==> src/sv/rtctm_pkg.sv <==
// types and constants of the real-time clock with alarm
package rtctm_pkg;

    localparam int NUM_CLOCK = 12;

    localparam logic [1:0] MODE_TICK  = 2'd0;
    localparam logic [1:0] MODE_WRITE = 2'd1;
    localparam logic [1:0] MODE_READ  = 2'd2;

    localparam logic [3:0] REG_SEC   = 4'd0;
    localparam logic [3:0] REG_MIN   = 4'd1;
    localparam logic [3:0] REG_HOUR  = 4'd2;
    localparam logic [3:0] REG_DAY   = 4'd3;
    localparam logic [3:0] REG_SUB   = 4'd4;
    localparam logic [3:0] REG_ASEC  = 4'd5;
    localparam logic [3:0] REG_AMIN  = 4'd6;
    localparam logic [3:0] REG_AHOUR = 4'd7;
    localparam logic [3:0] REG_CTRL  = 4'd10;
    localparam logic [3:0] IDX_FLAGS = 4'd15;

    localparam logic [7:0] HOUR_MASK      = 8'h1f;
    localparam logic [7:0] MINSEC_MASK    = 8'h3f;
    localparam logic [7:0] SEC_WRAP       = 8'd60;
    localparam logic [7:0] HOUR_WRAP      = 8'd24;
    localparam logic [7:0] ALARM_CLR_MASK = 8'hfd;

    localparam int BIT_HALF_EN  = 0;
    localparam int BIT_ALARM_EN = 1;
    localparam int BIT_FIELD_EN = 7;

    typedef logic [NUM_CLOCK-1:0][7:0] t_regs;

    typedef struct packed {
        logic [1:0] mode;
        logic [3:0] reg_index;
        logic [7:0] write_data;
    } t_in_item;

    typedef struct packed {
        logic [7:0] read_data;
        logic       alarm_hit;
        logic       half_second_irq;
    } t_out_item;

    typedef struct packed {
        t_regs      regs;
        logic [7:0] flags;
        logic       alarm_hit;
        logic       half_irq;
    } t_tick_res;

endpackage

==> src/sv/rtc_time_counter_with_alarm_core.sv <==
// real-time clock with alarm: input register, one pass of logic, result register
// an input beat goes to the input register, then its result to the result register
// throughput: one beat per cycle while the result register is not stalled
// the state update and result come from the single logic stage after the input register
// reset (synchronous, active low) clears the clock registers, flags, sub-second count
// and both valid bits; the first beat can be taken the cycle after reset is released
module rtc_time_counter_with_alarm_core (
    input  logic                   i_clk,
    input  logic                   i_rst_n,
    input  logic                   i_in_valid,
    output logic                   o_in_ready,
    input  rtctm_pkg::t_in_item    i_in_data,
    output logic                   o_out_valid,
    input  logic                   i_out_ready,
    output rtctm_pkg::t_out_item   o_out_data
);
    import rtctm_pkg::*;

    logic      r_in_valid;
    t_in_item  r_in;
    logic      r_out_valid;
    t_out_item r_out, n_out;

    t_regs      r_regs, n_regs;
    logic [7:0] r_flags, n_flags;
    logic [7:0] r_sub, n_sub;

    t_tick_res tick_res;
    logic      stall, fire, idx_clock;

    assign stall      = r_out_valid && !i_out_ready;
    assign fire       = r_in_valid && !stall;
    assign o_in_ready = !r_in_valid || fire;
    assign idx_clock  = ({1'b0, r_in.reg_index} < 5'(NUM_CLOCK));

    rtctm_tick u_tick (
        .i_regs  (r_regs),
        .i_flags (r_flags),
        .i_sub   (r_sub),
        .o_res   (tick_res)
    );

    always_comb begin
        n_regs  = r_regs;
        n_flags = r_flags;
        n_sub   = r_sub;
        n_out   = '0;
        case (r_in.mode)
            MODE_TICK: begin
                n_regs                = tick_res.regs;
                n_flags               = tick_res.flags;
                n_sub                 = r_sub + 8'd1;
                n_out.alarm_hit       = tick_res.alarm_hit;
                n_out.half_second_irq = tick_res.half_irq;
            end
            MODE_WRITE: begin
                if (idx_clock) begin
                    n_regs[r_in.reg_index] = r_in.write_data;
                end else if (r_in.reg_index == IDX_FLAGS) begin
                    n_flags = r_in.write_data;
                end
            end
            MODE_READ: begin
                if (idx_clock) begin
                    n_out.read_data = r_regs[r_in.reg_index];
                end else if (r_in.reg_index == IDX_FLAGS) begin
                    n_out.read_data = r_flags;
                end
            end
            default: begin
                n_out = '0;
            end
        endcase
    end

    always_ff @(posedge i_clk) begin
        if (!i_rst_n) begin
            r_in_valid  <= 1'b0;
            r_out_valid <= 1'b0;
            r_regs      <= '0;
            r_flags     <= '0;
            r_sub       <= '0;
        end else begin
            if (o_in_ready) begin
                r_in_valid <= i_in_valid;
            end
            if (fire) begin
                r_regs      <= n_regs;
                r_flags     <= n_flags;
                r_sub       <= n_sub;
                r_out_valid <= 1'b1;
            end else if (!stall) begin
                r_out_valid <= 1'b0;
            end
        end
    end

    // payload registers
    always_ff @(posedge i_clk) begin
        if (o_in_ready && i_in_valid) begin
            r_in <= i_in_data;
        end
        if (fire) begin
            r_out <= n_out;
        end
    end

    assign o_out_valid = r_out_valid;
    assign o_out_data  = r_out;

endmodule

==> src/sv/rtctm_tick.sv <==
// next clock state, alarm match and half-second interrupt for one tick
module rtctm_tick (
    input  rtctm_pkg::t_regs     i_regs,
    input  logic [7:0]           i_flags,
    input  logic [7:0]           i_sub,
    output rtctm_pkg::t_tick_res o_res
);
    import rtctm_pkg::*;

    logic [7:0] sec_inc, min_inc, hour_inc;
    logic       sec_start, wrap_s, wrap_m, wrap_h;
    logic [7:0] sec_n, min_n, hour_n, day_n;
    logic [7:0] ahour, amin, asec, ctrl;
    logic       mis_h, mis_m, mis_s, any_en, match;

    assign sec_start = (i_sub == 8'd0);
    assign sec_inc   = i_regs[REG_SEC] + 8'd1;
    assign min_inc   = i_regs[REG_MIN] + 8'd1;
    assign hour_inc  = i_regs[REG_HOUR] + 8'd1;
    assign wrap_s    = sec_start && (sec_inc == SEC_WRAP);
    assign wrap_m    = wrap_s && (min_inc == SEC_WRAP);
    assign wrap_h    = wrap_m && (hour_inc == HOUR_WRAP);

    always_comb begin
        sec_n  = i_regs[REG_SEC];
        min_n  = i_regs[REG_MIN];
        hour_n = i_regs[REG_HOUR];
        day_n  = i_regs[REG_DAY];
        if (sec_start) begin
            sec_n = wrap_s ? 8'd0 : sec_inc;
        end
        if (wrap_s) begin
            min_n = wrap_m ? 8'd0 : min_inc;
        end
        if (wrap_m) begin
            hour_n = wrap_h ? 8'd0 : hour_inc;
        end
        if (wrap_h) begin
            day_n = i_regs[REG_DAY] + 8'd1;
        end
    end

    // alarm compares against the already advanced time
    assign ahour  = i_regs[REG_AHOUR];
    assign amin   = i_regs[REG_AMIN];
    assign asec   = i_regs[REG_ASEC];
    assign ctrl   = i_regs[REG_CTRL];
    assign mis_h  = ahour[BIT_FIELD_EN] && (((ahour ^ hour_n) & HOUR_MASK) != 8'd0);
    assign mis_m  = amin[BIT_FIELD_EN] && (((amin ^ min_n) & MINSEC_MASK) != 8'd0);
    assign mis_s  = asec[BIT_FIELD_EN] && (((asec ^ sec_n) & MINSEC_MASK) != 8'd0);
    assign any_en = ahour[BIT_FIELD_EN] || amin[BIT_FIELD_EN] || asec[BIT_FIELD_EN];
    assign match  = ctrl[BIT_ALARM_EN] && i_flags[BIT_ALARM_EN]
                    && any_en && !mis_h && !mis_m && !mis_s;

    always_comb begin
        o_res.regs           = i_regs;
        o_res.regs[REG_SEC]  = sec_n;
        o_res.regs[REG_MIN]  = min_n;
        o_res.regs[REG_HOUR] = hour_n;
        o_res.regs[REG_DAY]  = day_n;
        o_res.regs[REG_SUB]  = i_sub;
        o_res.alarm_hit      = sec_start && match;
        o_res.half_irq       = (i_sub[6:0] == 7'd0) && !o_res.alarm_hit
                               && ctrl[BIT_HALF_EN] && i_flags[BIT_HALF_EN];
        o_res.flags          = o_res.alarm_hit ? (i_flags & ALARM_CLR_MASK) : i_flags;
    end

endmodule

==> config.mk <==
export PLATFORM = sky130hd
export DESIGN_NAME = rtc_time_counter_with_alarm_core
export DESIGN_NICKNAME = d
export VERILOG_FILES = /design/src/sv/rtctm_pkg.sv /design/src/sv/rtc_time_counter_with_alarm_core.sv /design/src/sv/rtctm_tick.sv
export SDC_FILE = /design/constraint.sdc
export NUM_CORES = 1
export LEC_CHECK = 0
export ABC_AREA = 1
export BUFFER_PORTS_ARGS = -buffer_cell sky130_fd_sc_hd__buf_2
export CAP_MARGIN = 20
export CELL_PAD_IN_SITES_DETAIL_PLACEMENT = 0
export CELL_PAD_IN_SITES_GLOBAL_PLACEMENT = 1
export CORE_MARGIN = 3
export CORE_UTILIZATION = 42
export CTS_BUF_LIST = sky130_fd_sc_hd__clkbuf_8
export CTS_CLUSTER_DIAMETER = 60
export DETAILED_ROUTE_END_ITERATION = 6
export PLACE_DENSITY_LB_ADDON = 0.1
export SLEW_MARGIN = 5
export SYNTH_ARGS = -nofsm -noshare
export SYNTH_HDL_FRONTEND = slang
export SYNTH_HIERARCHICAL = 1
export SYNTH_SLANG_ARGS = --single-unit
==> constraint.sdc <==
create_clock -name i_clk -period 2.6 [get_ports i_clk]
set_clock_uncertainty 0.05 [all_clocks]
set_input_delay 0.39 -clock i_clk [delete_from_list [all_inputs] [get_ports i_clk]]
set_output_delay 0.39 -clock i_clk [all_outputs]
set_load 0.02 [all_outputs]
==> impl_metrics.toml <==
[status]
status = "finished with violations"
failed_checks = "negative setup slack"

[cts]
clkLatencyLatePin_ns = 0.47
cts_buffer_depth = 2
cts_hold_buf = 0
cts_buffers = 17
htreeDepth = 4
cts_tree = "yes"
clk_pin_slew_ns = 0.10
clkSinkCount = 138
root_buffer = "clkbuf_8"

[route]
drc_errors = 0
wl_mm = 30.8
dr_total_vias = 9850
wl_per_cell_um = 16.4
drt_iter0_drc = 862
dr.pass1.iters = 5
antenna_left = 0
via_per_inst = 5.23

[sta]
clock.fmax_mhz = 370
rsz0062_at_grt = "true"
max_slew_margin_pct = 56.3
setup_viol = 7
timing.final.ws_setup_ns = -0.106
min_period_ns = 2.71
min_period_over_period_pct = 104
drv_slew = 0
worst_pin_slew_ns = 0.654
hold_viol_final = 0

[setup_path]
reg2reg_to = "o_out_data[0]"
cp-end-kind = "flip-flop"
regToRegSetupSlack_ns = -0.11
r2r_cells = 19
critPathKind = "flip-flop to flip-flop"
worst-path-max-fanout = 6
cp.required_ns = 2.87
r2r-start = "r_sub[3]"
start_kind = "flip-flop"
arrival_ns = 2.97

[synthesis]
ys_seq_elements = 138
postSynthAreaPerCell_um2 = 6.20
synth_ff_type = "dfxtp_1"
synth-async-reset-ratio_pct = 0
yosysTopAreaCell = "nand2_1"
synth-seq-area-share_pct = 31.3
yosys-top-cells-area = "nand2_1 (24%), dfxtp_1 (24%), edfxtp_1 (7.5%), nand3_1 (7.4%), a21oi_1 (6.0%)"
synth_top_area_share_pct = 24.1
synth.cells.most_frequent = "nand2_1 (616), nand3_1 (142), a21oi_1 (115)"
synth_warnings = 6
ys_types = 36
postSynthCellCount = 1548
synth_most_common_cell = "nand2_1"
synth_nets = 1574
syn_area_um2 = 9590
synth-edff-count = 24

[power_and_ir_drop]
cellInternalPower_uw = 3100
sw_frac_of_total_pct = 30.9
p_comb_share_pct = 9.7
peakVddDrop_mv = 0.256
clkPwrFrac_pct = 40.9
seq_power_share_pct = 49.5
power_uw = 4490
switchingPower_uw = 1390
p_leak_uw = 0.00448
power_density_nw_per_um2 = 410

[floorplan]
core_um2 = 22200
start_util_pct = 43.3
ios = 30
num_rows = 54
dieArea_um2 = 24700
die_y_um = 157
fp.dieW_um = 157

[place]
place.gp.congestion = 0.897
dp_hpwl_mm = 21.3
port_buffers = 29
dp.cells = 1830

[min_path]
hold_class = "input port to flip-flop"
hold_path_end = "r_in[8]"
worstHoldStart = "i_in_data[8]"
min_path_cells = 1

[grt]
antenna_found_initial = 1
grt_max_degree = 65
grt_usage_pct = 25.1
grt_first_pass_wirelength_mm = 49.0
grt_pass1_vias = 9129
grt_overflow = 0

[cells_and_area]
multi_input_area_um2 = 5580
final_cell_count_no_fill = 1885
final-seq-area_um2 = 3010
nNetsFinal = 1618
nFillCells = 2410
syn2layout_area_growth_pct = 14.1
drive_above_1_share_pct = 19.9
num_antenna_cells = 0

[flow_run]
maxCapViolations = 0
## metrics by stage
stage | utilization, % | TNS [ns] | hold slack (ns) | worst slack, ns | instance area, µm²
after global placement | 45.8 | -0.275 | 0.403 | -0.161 | 10100
after floorplan | - | 0 | 0.391 | 0.0757 | 9590
after CTS | 48.8 | -0.496 | 0.0178 | -0.104 | 10800
after global routing | 49.4 | -2.12 | 0.00528 | -0.302 | 10900
final | 49.4 | -0.534 | 0.0391 | -0.106 | 10900
after detailed placement | 45.8 | -0.416 | 0.405 | -0.167 | 10100
## power groups by stage
| stage | clock [µW] | sequential (µW) | combinational [µW] |
|---|---|---|---|
| global placement | 0 | 2270 | 427 |
| floorplan | 0 | 2270 | 260 |
| global route | 1980 | 2220 | 469 |
| CTS | 1860 | 2220 | 427 |
| finish | 1840 | 2220 | 434 |
| detailed placement | 0 | 2270 | 425 |
## sequential cells by signal, indices dropped and copies added, names as in the netlist
| name | count |
|---|---|
| r_flags | 8 |
| o_out_valid | 1 |
| r_regs | 96 |
| r_sub | 8 |
| r_in_valid | 1 |
| r_in | 14 |
| o_out_data | 10 |
## final cells by class
type	instances	area share, %
Multi-Input combinational cell	1183	51.0
Sequential cell	138	27.5
Timing Repair Buffer	160	11.7
Tap cell	280	3.20
Inverter	92	3.16
Clock buffer	17	2.14
Clock inverter	15	1.37
## timing repair
item                       CTS  global route
setup endpoints to repair    8            13
resized for setup           38            29
pin swaps                   23            26
buffers inserted            15             6
gates cloned                 2             0
## worst max-delay path, cell delays in order (launching register included)
cell     delay (ns)
dfxtp_1        0.32
nor2_1         0.14
nand2_1        0.10
nor2_2         0.14
buf_4          0.15
nand2_2        0.08
nor2_4         0.18
nand3_4        0.16
nor2_4         0.25
nand3_2        0.13
nand2_2        0.08
nand2_1        0.05
nand2_1        0.05
nor2_1         0.05
a21oi_2        0.22
nor2_2         0.07
buf_4          0.14
nor2_2         0.07
inv_1          0.04
nor2_1         0.09
## placed cells by master (no fill, tap or decap), types with 24 or more instances in the layout
cell type and count:
nand2_1 603, nand3_1 132, buf_4 115, a21oi_1 110, dfxtp_1 109, o21ai_0 104, inv_1 81, nor2_1 70
nand2_2 52, buf_2 29, edfxtp_1 24
## cells by family (layout without fill, tap and decap cells)
group | Yosys count | count (layout) | share of synthesized area, %
mux | 1 | 1 | 0.117
buf+inv | 229 | 284 | 12.6
compound gates | 236 | 236 | 12.4
fa+ha+maj | 8 | 8 | 1.04
xor+xnor | 13 | 13 | 1.19
flops | 138 | 138 | 31.3
simple gates | 923 | 925 | 41.4
## worst max path at each step
stage                          from       endpoint  slack, ns  depth (start not counted)
after CTS                 r_regs[1]     r_regs[30]      -0.10                         18
final                      r_sub[3]  o_out_data[0]      -0.11                         19
after detailed placement  r_regs[1]     r_flags[1]      -0.17                         20
after global placement     r_sub[3]     r_flags[1]      -0.16                         21
after floorplan           r_regs[0]     r_regs[31]       0.08                         17
after global routing      r_regs[1]  o_out_data[0]      -0.30                         20
## per-layer routing
layer / GRT usage (%) / up-vias / wire length, µm
met4: 8.10 / 0 / 850
li1: - / 5017 / -
met1: 35.3 / 4561 / 14800
met2: 39.3 / 221 / 13800
met5: 0 / - / 0
met3: 4.32 / 51 / 1390
No activity file was read; power rests on OpenSTA's default activity.
